## src/rtl/core/json_string_unescape_utf8_top_defines.svh

```systemverilog
// Assertion macros used by the RTL top level.
`ifndef JSON_STRING_UNESCAPE_UTF8_TOP_DEFINES_SVH
`define JSON_STRING_UNESCAPE_UTF8_TOP_DEFINES_SVH

`ifndef ASSERT_OFF

// Consequent must hold in the same cycle as the antecedent.
`define ASSERT_SAME(lbl, clk, rst, ante, cons) \
  lbl: assert property (@(posedge clk) disable iff (rst) (ante) |-> (cons)) \
    else $error("assertion failed");

// Consequent must hold in the cycle after the antecedent.
`define ASSERT_NEXT(lbl, clk, rst, ante, cons) \
  lbl: assert property (@(posedge clk) disable iff (rst) (ante) |=> (cons)) \
    else $error("assertion failed");

`else

`define ASSERT_SAME(lbl, clk, rst, ante, cons)
`define ASSERT_NEXT(lbl, clk, rst, ante, cons)

`endif

`endif

```

## src/rtl/core/jsu_pkg.sv

```systemverilog
package jsu_pkg;

  typedef struct packed {
    logic [7:0] text_byte;
    logic       end_of_text;
  } text_t;

  typedef struct packed {
    logic [7:0]  out_byte;
    logic [1:0]  kind;
    logic [2:0]  error_code;
    logic [15:0] out_length;
    logic        last_of_run;
  } res_t;

  localparam logic [1:0] KIND_DATA  = 2'd0;
  localparam logic [1:0] KIND_END   = 2'd1;
  localparam logic [1:0] KIND_ERROR = 2'd2;

  localparam logic [2:0] ERR_NONE         = 3'd0;
  localparam logic [2:0] ERR_UNTERMINATED = 3'd1;
  localparam logic [2:0] ERR_TRUNC_ESC    = 3'd2;
  localparam logic [2:0] ERR_TRUNC_U      = 3'd3;
  localparam logic [2:0] ERR_BAD_U        = 3'd4;
  localparam logic [2:0] ERR_UNKNOWN_ESC  = 3'd5;

  localparam logic [7:0] CH_QUOTE = 8'h22;
  localparam logic [7:0] CH_BSL   = 8'h5C;
  localparam logic [7:0] CH_SLASH = 8'h2F;
  localparam logic [7:0] CH_B     = 8'h62;
  localparam logic [7:0] CH_F     = 8'h66;
  localparam logic [7:0] CH_N     = 8'h6E;
  localparam logic [7:0] CH_R     = 8'h72;
  localparam logic [7:0] CH_T     = 8'h74;
  localparam logic [7:0] CH_U     = 8'h75;

  localparam logic [15:0] SURR_HI_FIRST = 16'hD800;
  localparam logic [15:0] SURR_HI_LAST  = 16'hDBFF;
  localparam logic [15:0] SURR_LO_FIRST = 16'hDC00;
  localparam logic [15:0] SURR_LO_LAST  = 16'hDFFF;
  localparam logic [20:0] CP_PAIR_BASE  = 21'h10000;
  localparam logic [20:0] CP_REPLACE    = 21'h00FFFD;

  // Results of one input beat: leading data bytes, then an optional end or error.
  localparam int BATCH_SLOTS = 6;

  typedef enum logic [2:0] {
    MODE_NORMAL   = 3'd0,
    MODE_ESC      = 3'd1,
    MODE_HEX      = 3'd2,
    MODE_PAIR_BSL = 3'd3,
    MODE_PAIR_U   = 3'd4,
    MODE_PAIR_HEX = 3'd5
  } mode_t;

  typedef struct packed {
    logic [BATCH_SLOTS-1:0][7:0] bytes;
    logic [2:0]                  n_data;
    logic [2:0]                  n_res;
    logic [1:0]                  term_kind;
    logic [2:0]                  term_code;
    logic [15:0]                 term_length;
  } batch_t;

  typedef struct packed {
    logic [3:0][7:0] bytes;
    logic [2:0]      n;
  } utf8_t;

  typedef struct packed {
    logic       ok;
    logic [3:0] val;
  } hex_t;

  function automatic utf8_t utf8_enc(input logic [20:0] cp);
    utf8_t u;
    u = '0;
    if (cp < 21'h80) begin
      u.bytes[0] = {1'b0, cp[6:0]};
      u.n = 3'd1;
    end else if (cp < 21'h800) begin
      u.bytes[0] = {3'b110, cp[10:6]};
      u.bytes[1] = {2'b10, cp[5:0]};
      u.n = 3'd2;
    end else if (cp < 21'h10000) begin
      u.bytes[0] = {4'b1110, cp[15:12]};
      u.bytes[1] = {2'b10, cp[11:6]};
      u.bytes[2] = {2'b10, cp[5:0]};
      u.n = 3'd3;
    end else begin
      u.bytes[0] = {5'b11110, cp[20:18]};
      u.bytes[1] = {2'b10, cp[17:12]};
      u.bytes[2] = {2'b10, cp[11:6]};
      u.bytes[3] = {2'b10, cp[5:0]};
      u.n = 3'd4;
    end
    return u;
  endfunction

  function automatic hex_t hex_digit(input logic [7:0] b);
    hex_t h;
    h = '0;
    if (b >= 8'h30 && b <= 8'h39) begin
      h.ok = 1'b1;
      h.val = b[3:0];
    end else if ((b >= 8'h61 && b <= 8'h66) || (b >= 8'h41 && b <= 8'h46)) begin
      h.ok = 1'b1;
      h.val = 4'(b[2:0] + 3'd1) + 4'd8;
    end
    return h;
  endfunction

endpackage

```

## src/rtl/core/json_string_unescape_utf8_top.sv

```systemverilog
// Channel  Signals                          Beat
// text     text_valid text_ready text       one raw byte or end of text
// res      res_valid  res_ready  res        one decoded byte, end or error
//
// Each text beat is decoded into a batch of zero to six results.
// The result buffer drains a beat per cycle unless res stalls, so a beat with n
// results blocks text until the last leaves; beats with n <= 1 flow every cycle.
// Reset (rst, synchronous) returns the decoder to plain text with zero length.
// A stall on res holds the buffer and blocks text until its last beat leaves.
`include "json_string_unescape_utf8_top_defines.svh"

module json_string_unescape_utf8_top
  import jsu_pkg::*;
#(
  parameter int LENGTH_BITS = 16
) (
  input  logic  clk,
  input  logic  rst,
  input  logic  text_valid,
  output logic  text_ready,
  input  text_t text,
  output logic  res_valid,
  input  logic  res_ready,
  output res_t  res
);

  logic   accept;
  batch_t batch;

  assign accept = text_valid && text_ready;

  jsu_decode #(
    .LENGTH_BITS(LENGTH_BITS)
  ) u_decode (
    .clk  (clk),
    .rst  (rst),
    .take (accept),
    .text (text),
    .batch(batch)
  );

  jsu_emit u_emit (
    .clk      (clk),
    .rst      (rst),
    .load     (accept),
    .batch_in (batch),
    .can_load (text_ready),
    .res_valid(res_valid),
    .res_ready(res_ready),
    .res      (res)
  );

  `ASSERT_SAME(a_empty_takes_text, clk, rst, !res_valid, text_ready)
  `ASSERT_SAME(a_stall_blocks_text, clk, rst, res_valid && !res_ready, !text_ready)
  `ASSERT_SAME(a_term_is_last, clk, rst, res_valid && res.kind != KIND_DATA, res.last_of_run)
  `ASSERT_NEXT(a_mid_batch_holds, clk, rst, res_valid && !res.last_of_run, res_valid)

endmodule

```

## src/rtl/core/jsu_decode.sv

```systemverilog
module jsu_decode
  import jsu_pkg::*;
#(
  parameter int LENGTH_BITS = 16
) (
  input  logic   clk,
  input  logic   rst,
  input  logic   take,
  input  text_t  text,
  output batch_t batch
);

  mode_t                  mode, mode_next;
  logic [1:0]             cnt, cnt_next;
  logic [15:0]            acc, acc_next;
  logic [15:0]            hs, hs_next;
  logic [LENGTH_BITS-1:0] len, len_next;

  hex_t        hx;
  logic [15:0] acc_shift;
  logic        hex_done;
  logic        esc_ok, esc_u;
  logic [7:0]  esc_val;
  logic        do_normal, do_escape;
  logic        pre;
  logic        main_raw_on, main_cp_on;
  logic [7:0]  main_raw;
  logic [20:0] main_cp;
  utf8_t       main_u, fffd;
  logic        term_on;
  logic [1:0]  term_kind;
  logic [2:0]  term_code;
  logic [2:0]  n_data;
  logic [LENGTH_BITS:0]   len_sum;
  logic [LENGTH_BITS-1:0] len_sat;
  logic [31:0] len_wide;

  always_comb begin
    hx        = hex_digit(text.text_byte);
    acc_shift = {acc[11:0], hx.val};
    hex_done  = (cnt == 2'd3);

    esc_ok  = 1'b1;
    esc_u   = 1'b0;
    esc_val = text.text_byte;
    case (text.text_byte)
      CH_QUOTE, CH_BSL, CH_SLASH: esc_val = text.text_byte;
      CH_B:    esc_val = 8'h08;
      CH_F:    esc_val = 8'h0C;
      CH_N:    esc_val = 8'h0A;
      CH_R:    esc_val = 8'h0D;
      CH_T:    esc_val = 8'h09;
      CH_U: begin
        esc_ok = 1'b0;
        esc_u  = 1'b1;
      end
      default: esc_ok = 1'b0;
    endcase

    mode_next   = mode;
    cnt_next    = cnt;
    acc_next    = acc;
    hs_next     = hs;
    do_normal   = 1'b0;
    do_escape   = 1'b0;
    pre         = 1'b0;
    main_raw_on = 1'b0;
    main_cp_on  = 1'b0;
    main_raw    = text.text_byte;
    main_cp     = '0;
    term_on     = 1'b0;
    term_kind   = KIND_DATA;
    term_code   = ERR_NONE;

    if (text.end_of_text) begin
      term_on   = 1'b1;
      term_kind = KIND_ERROR;
      unique case (mode)
        MODE_ESC:      term_code = ERR_TRUNC_ESC;
        MODE_HEX:      term_code = ERR_TRUNC_U;
        MODE_PAIR_BSL: begin
          pre = 1'b1;
          term_code = ERR_UNTERMINATED;
        end
        MODE_PAIR_U: begin
          pre = 1'b1;
          term_code = ERR_TRUNC_ESC;
        end
        MODE_PAIR_HEX: begin
          pre = 1'b1;
          term_code = ERR_TRUNC_U;
        end
        default:       term_code = ERR_UNTERMINATED;
      endcase
    end else begin
      unique case (mode)
        MODE_ESC: do_escape = 1'b1;
        MODE_HEX: begin
          if (!hx.ok) begin
            term_on   = 1'b1;
            term_kind = KIND_ERROR;
            term_code = ERR_BAD_U;
          end else begin
            acc_next = acc_shift;
            if (!hex_done) begin
              cnt_next = cnt + 2'd1;
            end else begin
              cnt_next = 2'd0;
              if (acc_shift >= SURR_HI_FIRST && acc_shift <= SURR_HI_LAST) begin
                hs_next   = acc_shift;
                mode_next = MODE_PAIR_BSL;
              end else begin
                main_cp_on = 1'b1;
                main_cp    = (acc_shift >= SURR_LO_FIRST && acc_shift <= SURR_LO_LAST) ?
                             CP_REPLACE : 21'(acc_shift);
                mode_next  = MODE_NORMAL;
              end
            end
          end
        end
        MODE_PAIR_BSL: begin
          if (text.text_byte == CH_BSL) begin
            mode_next = MODE_PAIR_U;
          end else begin
            pre       = 1'b1;
            do_normal = 1'b1;
          end
        end
        MODE_PAIR_U: begin
          if (text.text_byte == CH_U) begin
            mode_next = MODE_PAIR_HEX;
            cnt_next  = 2'd0;
            acc_next  = '0;
          end else begin
            pre       = 1'b1;
            do_escape = 1'b1;
          end
        end
        MODE_PAIR_HEX: begin
          if (!hx.ok) begin
            term_on   = 1'b1;
            term_kind = KIND_ERROR;
            term_code = ERR_BAD_U;
          end else begin
            acc_next = acc_shift;
            if (!hex_done) begin
              cnt_next = cnt + 2'd1;
            end else begin
              cnt_next = 2'd0;
              if (acc_shift >= SURR_LO_FIRST && acc_shift <= SURR_LO_LAST) begin
                // Join the pair: ten bits from each half above the base.
                main_cp_on = 1'b1;
                main_cp    = CP_PAIR_BASE + 21'({hs[9:0], acc_shift[9:0]});
                mode_next  = MODE_NORMAL;
              end else begin
                pre = 1'b1;
                if (acc_shift >= SURR_HI_FIRST && acc_shift <= SURR_HI_LAST) begin
                  hs_next   = acc_shift;
                  mode_next = MODE_PAIR_BSL;
                end else begin
                  main_cp_on = 1'b1;
                  main_cp    = 21'(acc_shift);
                  mode_next  = MODE_NORMAL;
                end
              end
            end
          end
        end
        default: do_normal = 1'b1;
      endcase
    end

    if (do_normal) begin
      mode_next = MODE_NORMAL;
      if (text.text_byte == CH_QUOTE) begin
        term_on   = 1'b1;
        term_kind = KIND_END;
      end else if (text.text_byte == CH_BSL) begin
        mode_next = MODE_ESC;
      end else begin
        main_raw_on = 1'b1;
      end
    end

    if (do_escape) begin
      if (esc_ok) begin
        main_raw_on = 1'b1;
        main_raw    = esc_val;
        mode_next   = MODE_NORMAL;
      end else if (esc_u) begin
        mode_next = MODE_HEX;
        cnt_next  = 2'd0;
        acc_next  = '0;
      end else begin
        term_on   = 1'b1;
        term_kind = KIND_ERROR;
        term_code = ERR_UNKNOWN_ESC;
      end
    end

    if (main_raw_on) begin
      main_u = '0;
      main_u.bytes[0] = main_raw;
      main_u.n = 3'd1;
    end else if (main_cp_on) begin
      main_u = utf8_enc(main_cp);
    end else begin
      main_u = '0;
    end

    fffd = utf8_enc(CP_REPLACE);

    // Replacement bytes lead, then the main code point or byte.
    if (pre) begin
      batch.bytes = {main_u.bytes[2:0], fffd.bytes[2:0]};
    end else begin
      batch.bytes = {16'h0000, main_u.bytes};
    end
    n_data = (pre ? 3'd3 : 3'd0) + main_u.n;

    len_sum = {1'b0, len} + (LENGTH_BITS+1)'(n_data);
    len_sat = len_sum[LENGTH_BITS] ? '1 : len_sum[LENGTH_BITS-1:0];
    len_wide = 32'(len_sat);

    batch.n_data      = n_data;
    batch.n_res       = n_data + 3'(term_on);
    batch.term_kind   = term_kind;
    batch.term_code   = term_code;
    batch.term_length = (term_kind == KIND_END) ? len_wide[15:0] : 16'd0;

    // Finish or error starts a fresh string.
    if (term_on) begin
      mode_next = MODE_NORMAL;
      cnt_next  = '0;
      acc_next  = '0;
      hs_next   = '0;
      len_next  = '0;
    end else begin
      len_next  = len_sat;
    end
  end

  always_ff @(posedge clk) begin
    if (rst) begin
      mode <= MODE_NORMAL;
      cnt  <= '0;
      acc  <= '0;
      hs   <= '0;
      len  <= '0;
    end else if (take) begin
      mode <= mode_next;
      cnt  <= cnt_next;
      acc  <= acc_next;
      hs   <= hs_next;
      len  <= len_next;
    end
  end

endmodule

```

## src/rtl/core/jsu_emit.sv

```systemverilog
module jsu_emit
  import jsu_pkg::*;
(
  input  logic   clk,
  input  logic   rst,
  input  logic   load,
  input  batch_t batch_in,
  output logic   can_load,
  output logic   res_valid,
  input  logic   res_ready,
  output res_t   res
);

  batch_t     batch;
  logic [2:0] count;
  logic [2:0] idx;
  logic       take;
  logic       is_data;

  assign res_valid = (idx != count);
  assign take      = res_valid && res_ready;
  // Refill when the buffer is empty or once the last beat of the held batch leaves.
  assign can_load  = (idx == count) || (take && (idx + 3'd1 == count));
  assign is_data   = (idx < batch.n_data);

  always_comb begin
    res.out_byte    = 8'h00;
    res.kind        = batch.term_kind;
    res.error_code  = batch.term_code;
    res.out_length  = batch.term_length;
    res.last_of_run = (idx + 3'd1 == count);
    if (is_data) begin
      res.out_byte   = batch.bytes[idx];
      res.kind       = KIND_DATA;
      res.error_code = ERR_NONE;
      res.out_length = 16'd0;
    end
  end

  always_ff @(posedge clk) begin
    if (load) begin
      batch <= batch_in;
    end
  end

  always_ff @(posedge clk) begin
    if (rst) begin
      count <= '0;
      idx   <= '0;
    end else if (load) begin
      count <= batch_in.n_res;
      idx   <= '0;
    end else if (take) begin
      idx <= idx + 3'd1;
    end
  end

endmodule

```

## config.mk

```make
export PLATFORM = sky130hd
export DESIGN_NAME = json_string_unescape_utf8_top
export DESIGN_NICKNAME = d
export VERILOG_FILES = /design/src/rtl/core/jsu_pkg.sv /design/src/rtl/core/json_string_unescape_utf8_top.sv /design/src/rtl/core/jsu_decode.sv /design/src/rtl/core/jsu_emit.sv
export VERILOG_INCLUDE_DIRS = /design/src /design/src/rtl/core
export SDC_FILE = /design/constraint.sdc
export NUM_CORES = 1
export LEC_CHECK = 0
export BUFFER_PORTS_ARGS = -buffer_cell sky130_fd_sc_hd__buf_2
export CAP_MARGIN = 20
export CORE_MARGIN = 2
export CORE_UTILIZATION = 56
export DETAILED_ROUTE_END_ITERATION = 16
export HOLD_SLACK_MARGIN = 0.08
export PLACE_DENSITY = 0.87
export SLEW_MARGIN = 10
export SYNTH_ARGS = -nofsm -noshare
export SYNTH_HDL_FRONTEND = slang
export SYNTH_SLANG_ARGS = --single-unit
export TNS_END_PERCENT = 30
```

## constraint.sdc

```tcl
create_clock -name clk -period 5.5 [get_ports clk]
set_clock_uncertainty 0.1 [all_clocks]
set_input_delay 0.275 -clock clk [delete_from_list [all_inputs] [get_ports clk]]
set_output_delay 0.275 -clock clk [all_outputs]
set_load 0.01 [all_outputs]
```

==> results_dict.tcl, run 1 <==
set metrics [dict create \
    status "finished clean" \
    tightest_slew_ns 0.9516 \
    finalSetupTns_ns 0 \
    required_ns 5.54 \
    clock-sinks 117 \
    synthTopCellsByCount "76 x nor2_1, 68 x edfxtp_1, 61 x nand2_1" \
    ir_drop_mv 0.1346 \
    critPathSlowestCell "or4b_2" \
    syn_nets 785 \
    avgViaCountPerCell 6.576 \
    fin_nets 829 \
    grt_usage_pct 29.15 \
    rsz0062_at_grt "false" \
    ys_seq_area_share_pct 41.99 \
    cts_tree "done" \
    synth_cell_types 90 \
    p_leak_nw 3.266 \
    clk_pin_slew_ns 0.06 \
    post-place-ws_ns 0.1552 \
    setup-violations-final 0 \
    grt_pass1_vias 5889 \
    synth.yosys.warnings 0 \
    yosysMostFrequentCell "nor2_1" \
    whs_path_depth 4 \
    yosysTopAreaCell "edfxtp_1" \
    grt_overflow_total 0 \
    fin_ws_ns 0.2737 \
    cts.path.max_buffers 2 \
    synth_edf_count 68 \
    htree_levels 4 \
    drive_gt1_share_pct 16.87 \
    relSlewSlack_pct 35.97 \
    layout_min_cycle_time_ns 5.226 \
    synth-simple-area-share_pct 20.42 \
    drc_errors 0 \
    cts-root-buf "clkbuf_16" \
    dp_cells 950 \
    drt_iter0_drc 713 \
    min_to "u_emit.idx[2]" \
    core-area_um2 12570 \
    finalHoldViolations 0 \
    fmax_ghz 0.1913 \
    fin_crit_sh_pct 95.02 \
    syn_to_final_growth_pct 14.20 \
    die_y_um 117.4 \
    reg2reg_from "u_decode.mode[2]" \
    maxCapViolations 0 \
    die_area_um2 13780 \
    num-fill-cells 1010 \
    worst-r2r-setup-slack_ns 0.27 \
    path_class "flop to flop" \
    io_pins 45 \
    start_kind "flop" \
    synth-adder-area-share_pct 3.163 \
    muxShareOfSynthArea_pct 4.136 \
    powerDensity_nw_per_um2 289.9 \
    cpPeakStageDelay_ns 0.77 \
    netlist_area_um2 7199 \
    clkPwrFrac_pct 47.1 \
    multi_input_area_um2 3890 \
    min_from "res_ready" \
    antenna_cells 0 \
    wl_um 19920 \
    grt_max_degree 57 \
    vias 6471 \
    synthXorXnorAreaFrac_pct 2.503 \
    port_buffers 44 \
    crit_fanout 11 \
    register_area_um2 3023 \
    end_kind "flop" \
    die_width_um 117.4 \
    p_comb_share_pct 10.5 \
    netlist_top_cells_area "edfxtp_1 28%, dfxtp_1 14%, nor2_1 4.0%" \
    start_util_pct 57.28 \
    synth_compound_area_share_pct 23.74 \
    drtPass1Iterations 6 \
    synth_seq_cells 117 \
    switching_power_mw 0.5775 \
    synthFlopType "edfxtp_1" \
    instances_no_fill 984 \
    synth.avg_cell_area_um2 9.536 \
    hpwl_um 13950 \
    antenna_left 0 \
    place.gp.congestion 0.9902 \
    p_seq_share_pct 42.4 \
    path_cells "or4b_2 > a21oi_1 > o22ai_1 > a31oi_1 > o21ai_0 > o41ai_1 > ha_1 > fa_1 > ha_1 > a21o_1 > a21oi_1 > nor4b_1 > buf_4 > nand3_1 > nor4b_1 > o21bai_1 > nor2_1" \
    p_int_mw 1.806 \
    synthCells 755 \
    fin_util_pct 65.42 \
    grt_first_pass_wirelength_um 31860 \
    cts_made_buffers 17 \
    crit_arrival_ns 5.27 \
    synth_top_family_by_area "compound AO/OA/AOI/OAI gates" \
    finalMaxSlewViolations 0 \
    clock_latency_ns 0.42 \
    hold_class "input port to flop" \
    async_reset_ff_share_pct 0 \
    antenna_found_initial 0 \
    swShare_pct 24.23 \
    rr_worst_depth 17 \
    rows 41 \
    synth_top_cell_area_share_pct 28.36 \
    wire_per_inst_um 20.24 \
    rr_endpoint "u_emit.batch[15]" \
]
## how the worst max path moves through the flow
stage               cells past startpoint          endpoint             start
floorplan                              18  u_emit.batch[15]           text[5]
global placement                       18  u_decode.len[13]           text[1]
detailed placement                     17   u_emit.batch[1]           text[1]
CTS                                    17   u_emit.batch[1]  u_decode.mode[0]
global route                           17  u_emit.batch[15]  u_decode.mode[2]
finish                                 17  u_emit.batch[15]  u_decode.mode[2]
## critical path, delay by kind of cell, from the launching register on
family	cells	cell delay [ns]
buffers and inverters	1	0.19
adders and majority gates	3	1.06
AOI/OAI and AO/OA	8	1.47
DFF	1	0.43
and+or+nand+nor	5	1.71
## through the flow
stage | hold WS [ns] | instance area, um2 | total power [mW]
2_1_floorplan | 0.2441 | 7199 | 1.191
3_3_place_gp | 0.3473 | 7595 | 1.264
3_5_place_dp | 0.3593 | 7595 | 1.273
4_1_cts | 0.1415 | 8209 | 2.385
5_1_grt | 0.1521 | 8222 | 2.458
6_report | 0.1473 | 8222 | 2.384
## final cells by class
cell class	count	area share, %
Sequential cell	117	36.77
Clock buffer	21	5.874
Timing Repair Buffer	69	4.992
Tap cell	172	2.618
Multi-Input combinational cell	573	47.31
Clock inverter	11	1.476
Inverter	21	0.9588
## placed cells by master, fill, tap and decap left out, drive strengths merged, types with 5 or more instances in the layout
master	Yosys	layout
xor2	12	12
a21boi	5	5
nor3b	6	6
mux4	7	7
nor3	18	18
and3	7	7
nor2b	5	5
o21ai	44	44
mux2i	5	5
buf	18	68
nor4	7	7
a31oi	11	11
nand4	8	8
o2111ai	10	10
a21oi	39	39
a21o	19	19
a221o	7	7
xnor2	6	6
dfxtp	49	49
and2	28	28
nand3	26	26
a32oi	5	5
nand2b	6	6
a22o	24	24
edfxtp	68	68
nor2	77	77
o22ai	6	6
clkinv	0	6
inv	21	23
a22oi	9	9
nand2	62	62
mux2	8	8
ha	15	15
clkbuf	26	21
o211ai	8	8
## state kept, by name (all words and copies together), names as in the netlist
name           flops
u_decode.len      16
u_emit.batch      68
u_emit.idx         3
u_decode.cnt       2
u_decode.hs       10
u_emit.count       3
u_decode.mode      3
u_decode.acc      12
## cells by family (layout without fill, tap and decap cells)
family                     after synthesis  in the layout
xor gates and xnor gates                19             19
buffers and inverters                   65            122
DFF                                    117            117
AOI/OAI and AO/OA                      233            233
and+or+nand+nor                        284            284
adders and majority gates               17             17
muxes                                   20             20
## per-layer routing
layer  part of all wire [%]  track usage [%]
met2                     46            45.32
met1                     44            41.14
met5                      0                0
met3                    8.0            5.739
met4                    2.8            9.488
## power groups by stage
stage	registers (mW)	logic, mW	clock network [mW]
2_1_floorplan	1.02	0.168	0
3_3_place_gp	1.03	0.239	0
3_5_place_dp	1.03	0.243	0
4_1_cts	1.01	0.247	1.13
5_1_grt	1.01	0.270	1.17
6_report	1.01	0.250	1.12
## what timing repair did
action                                 CTS  global route
setup endpoints to repair                0            22
gates resized for setup                  0             3
endpoints found under the hold margin    4             0
hold buffers                             1             0
setup buffers                            0             0
Note: power is estimated with default switching activity, not from simulation.
==> run 2: changes to the inputs <==
--- a/config.mk
+++ b/config.mk
@@ -6,6 +6,7 @@
 export SDC_FILE = /design/constraint.sdc
 export NUM_CORES = 1
 export LEC_CHECK = 0
+export ABC_AREA = 1
 export BUFFER_PORTS_ARGS = -buffer_cell sky130_fd_sc_hd__buf_2
 export CAP_MARGIN = 20
 export CORE_MARGIN = 2
==> run 2 against run 1 <==
Compared with the run above:
- via count rose by 20%
- worst setup slack gained 0.18 ns
- total power up 13%
- critical endpoint is now u_emit.batch[14]
- sequential cell count stayed put
- register-to-register slack better by 0.18 ns
- combinational power grew 90%
- first-iteration DRC count rose by 59%
- utilization grew 0.59 points
- maximum frequency increased by 3.6%
==> results_dict.tcl, run 2 <==
set metrics [dict create \
    fin_ws_ns 0.4544 \
    synthFlopType "edfxtp_1" \
    grt_overflow_total 0 \
    drive_gt1_share_pct 14.70 \
    reg2reg_from "u_decode.cnt[0]" \
    die_width_um 121.3 \
    tightest_slew_ns 0.9831 \
    start_kind "flop" \
    maxCapViolations 0 \
    cts-root-buf "clkbuf_16" \
    netlist_area_um2 7699 \
    grt_max_degree 72 \
    wl_um 20970 \
    reg.largest.list "u_emit.batch x68, u_decode.len x16, u_decode.acc x12" \
    antenna_left 0 \
    rr_worst_depth 31 \
    layout_min_cycle_time_ns 5.046 \
    hold_ws_ns 0.1418 \
    synthTopCellsByCount "238 x nand2_1, 133 x inv_1, 128 x nor2_1" \
    netlist_top_cells_area "edfxtp_1 27%, dfxtp_1 13%, nand2_1 12%" \
    relSlewSlack_pct 34.39 \
    synth_seq_cells 117 \
    largest_register_ffs 68 \
    antenna_found_initial 0 \
    cts_tree "done" \
    syn_nets 1109 \
    fin_crit_sh_pct 91.74 \
    path_class "flop to flop" \
    vias 7734 \
    finalMaxSlewViolations 0 \
    critPathSlowestCell "fa_2" \
    cts.path.max_buffers 2 \
    required_ns 5.70 \
    end_kind "flop" \
    layout_commonest_cell "nand2_1" \
    setup-violations-final 0 \
    ys_seq_area_share_pct 39.27 \
    num-fill-cells 1135 \
    synth_top_cell_area_share_pct 26.52 \
    clock_latency_ns 0.43 \
    worst-r2r-setup-slack_ns 0.45 \
    drtPass1Iterations 6 \
    place.gp.congestion 0.9995 \
    avgViaCountPerCell 5.864 \
    grt_first_pass_wirelength_um 34380 \
    port_buffers 44 \
    hold_class "input port to flop" \
    crit_fanout 9 \
    io_pins 45 \
    dp_cells 1280 \
    yosysTopAreaCell "edfxtp_1" \
    fin_nets 1160 \
    fmax_ghz 0.1982 \
    final_cell_mix "236 x nand2_1, 131 x inv_1, 127 x nor2_1" \
    post-place-ws_ns 0.1462 \
    synth.avg_cell_area_um2 7.135 \
    start_util_pct 57.68 \
    cts_made_buffers 17 \
    htree_levels 4 \
    die_area_um2 14700 \
    instances_no_fill 1319 \
    antenna_cells 0 \
    min_from "rst" \
    p_leak_nw 3.958 \
    top_register "u_emit.batch" \
    ir_drop_mv 0.2092 \
    clock-sinks 117 \
    cpPeakStageDelay_ns 0.57 \
    drt_iter0_drc 1136 \
    synth_edf_count 68 \
    async_reset_ff_share_pct 0 \
    wire_per_inst_um 15.90 \
    rows 42 \
    crit_arrival_ns 5.25 \
    finalHoldViolations 0 \
    syn_to_final_growth_pct 14.43 \
    status "finished clean" \
    synth.yosys.warnings 0 \
    grt_usage_pct 29.63 \
    powerDensity_nw_per_um2 304.9 \
    die_y_um 121.3 \
    drc_errors 0 \
    synth_cell_types 52 \
    synthCells 1079 \
    min_to "u_decode.hs[4]" \
    clk_pin_slew_ns 0.06 \
    yosysMostFrequentCell "nand2_1" \
    rr_endpoint "u_emit.batch[14]" \
    core-area_um2 13350 \
    grt_pass1_vias 7180 \
    whs_path_depth 2 \
    hpwl_um 15000 \
]
## run 2: changes by cell type after synthesis, sizes merged, moves of 10 or more
cell   before  now
and2       28    1
nor2       77  137
a22o       24    2
inv        21  144
nand4       8   28
o21ai      44  103
o22ai       6   30
a31oi      11    1
a21o       19    0
nand3      26   83
nand2      62  249
## run 2: through the flow
| stage | power [mW] | TNS, ns | cell area (um2) | util [%] |
|---|---|---|---|---|
| after CTS | 2.685 | 0 | 8705 | 65.21 |
| final | 2.686 | 0 | 8810 | 66.00 |
| after detailed placement | 1.623 | 0 | 8110 | 60.76 |
| after global placement | 1.609 | 0 | 8110 | 60.76 |
| after global routing | 2.791 | -0.2321 | 8810 | 66.00 |
| after floorplan | 1.471 | 0 | 7699 | - |
## run 2: worst max-delay path by stage
stage | end | cells past startpoint | from | slack (ns)
after floorplan | u_emit.batch[14] | 31 | u_decode.cnt[0] | 0.64
final | u_emit.batch[14] | 31 | u_decode.cnt[0] | 0.45
after detailed placement | u_emit.batch[5] | 37 | text[1] | 0.15
after global routing | u_emit.batch[15] | 33 | u_decode.mode[2] | -0.06
after CTS | u_emit.batch[5] | 32 | u_decode.acc[10] | 0.26
after global placement | u_emit.batch[5] | 37 | text[1] | 0.34
## run 2: critical path: cells and delay by family, from the launching register on
family | cells | cell delay [ns]
simple gates | 16 | 2.00
fa+ha+maj | 4 | 1.45
buf+inv | 7 | 0.58
compound gates | 4 | 0.43
flops | 1 | 0.35
## run 2: kinds of logic after synthesis
kind of cell | Yosys count | share of synthesized area (%)
AND/OR/NAND/NOR | 546 | 31.89
AO/OA/AOI/OAI | 200 | 14.79
buffers and inverters | 187 | 9.735
flip-flops | 117 | 39.27
adder cells (fa/ha/maj) | 17 | 2.958
XOR/XNOR | 12 | 1.365
## run 2: cell type report
| class | instances | area [um2] | share of cell area (%) |
|---|---|---|---|
| timing repair buffer | 74 | 447.9 | 5.085 |
| tap | 176 | 220.2 | 2.500 |
| sequential | 117 | 3025 | 34.34 |
| clock inverter | 7 | 55.05 | 0.6249 |
| multi-input combinational | 775 | 3988 | 45.26 |
| clock buffer | 25 | 529.3 | 6.008 |
| inverter | 145 | 544.3 | 6.178 |
## run 2: routing by layer
metal,vias to the layer above,routed length (um),GRT usage (%)
met1,3541,8608,39.39
li1,3713,-,-
met2,409,9855,46.95
met3,71,1754,5.968
met5,-,0,0
met4,0,747,13.07
## run 2: repair_timing
item                                    CTS  global route
gates resized for setup                   0            14
hold buffers                              1             0
hold endpoints to repair                  2             0
setup buffers                             0             6
endpoints found under the setup margin    0            32
## run 2: where the power goes
part / total (mW) / internal (mW) / switching, mW
registers: 1.14 / 1.09 / 0.0500
clock network: 1.07 / 0.672 / 0.397
logic: 0.474 / 0.138 / 0.337
total: 2.69 / 1.90 / 0.784
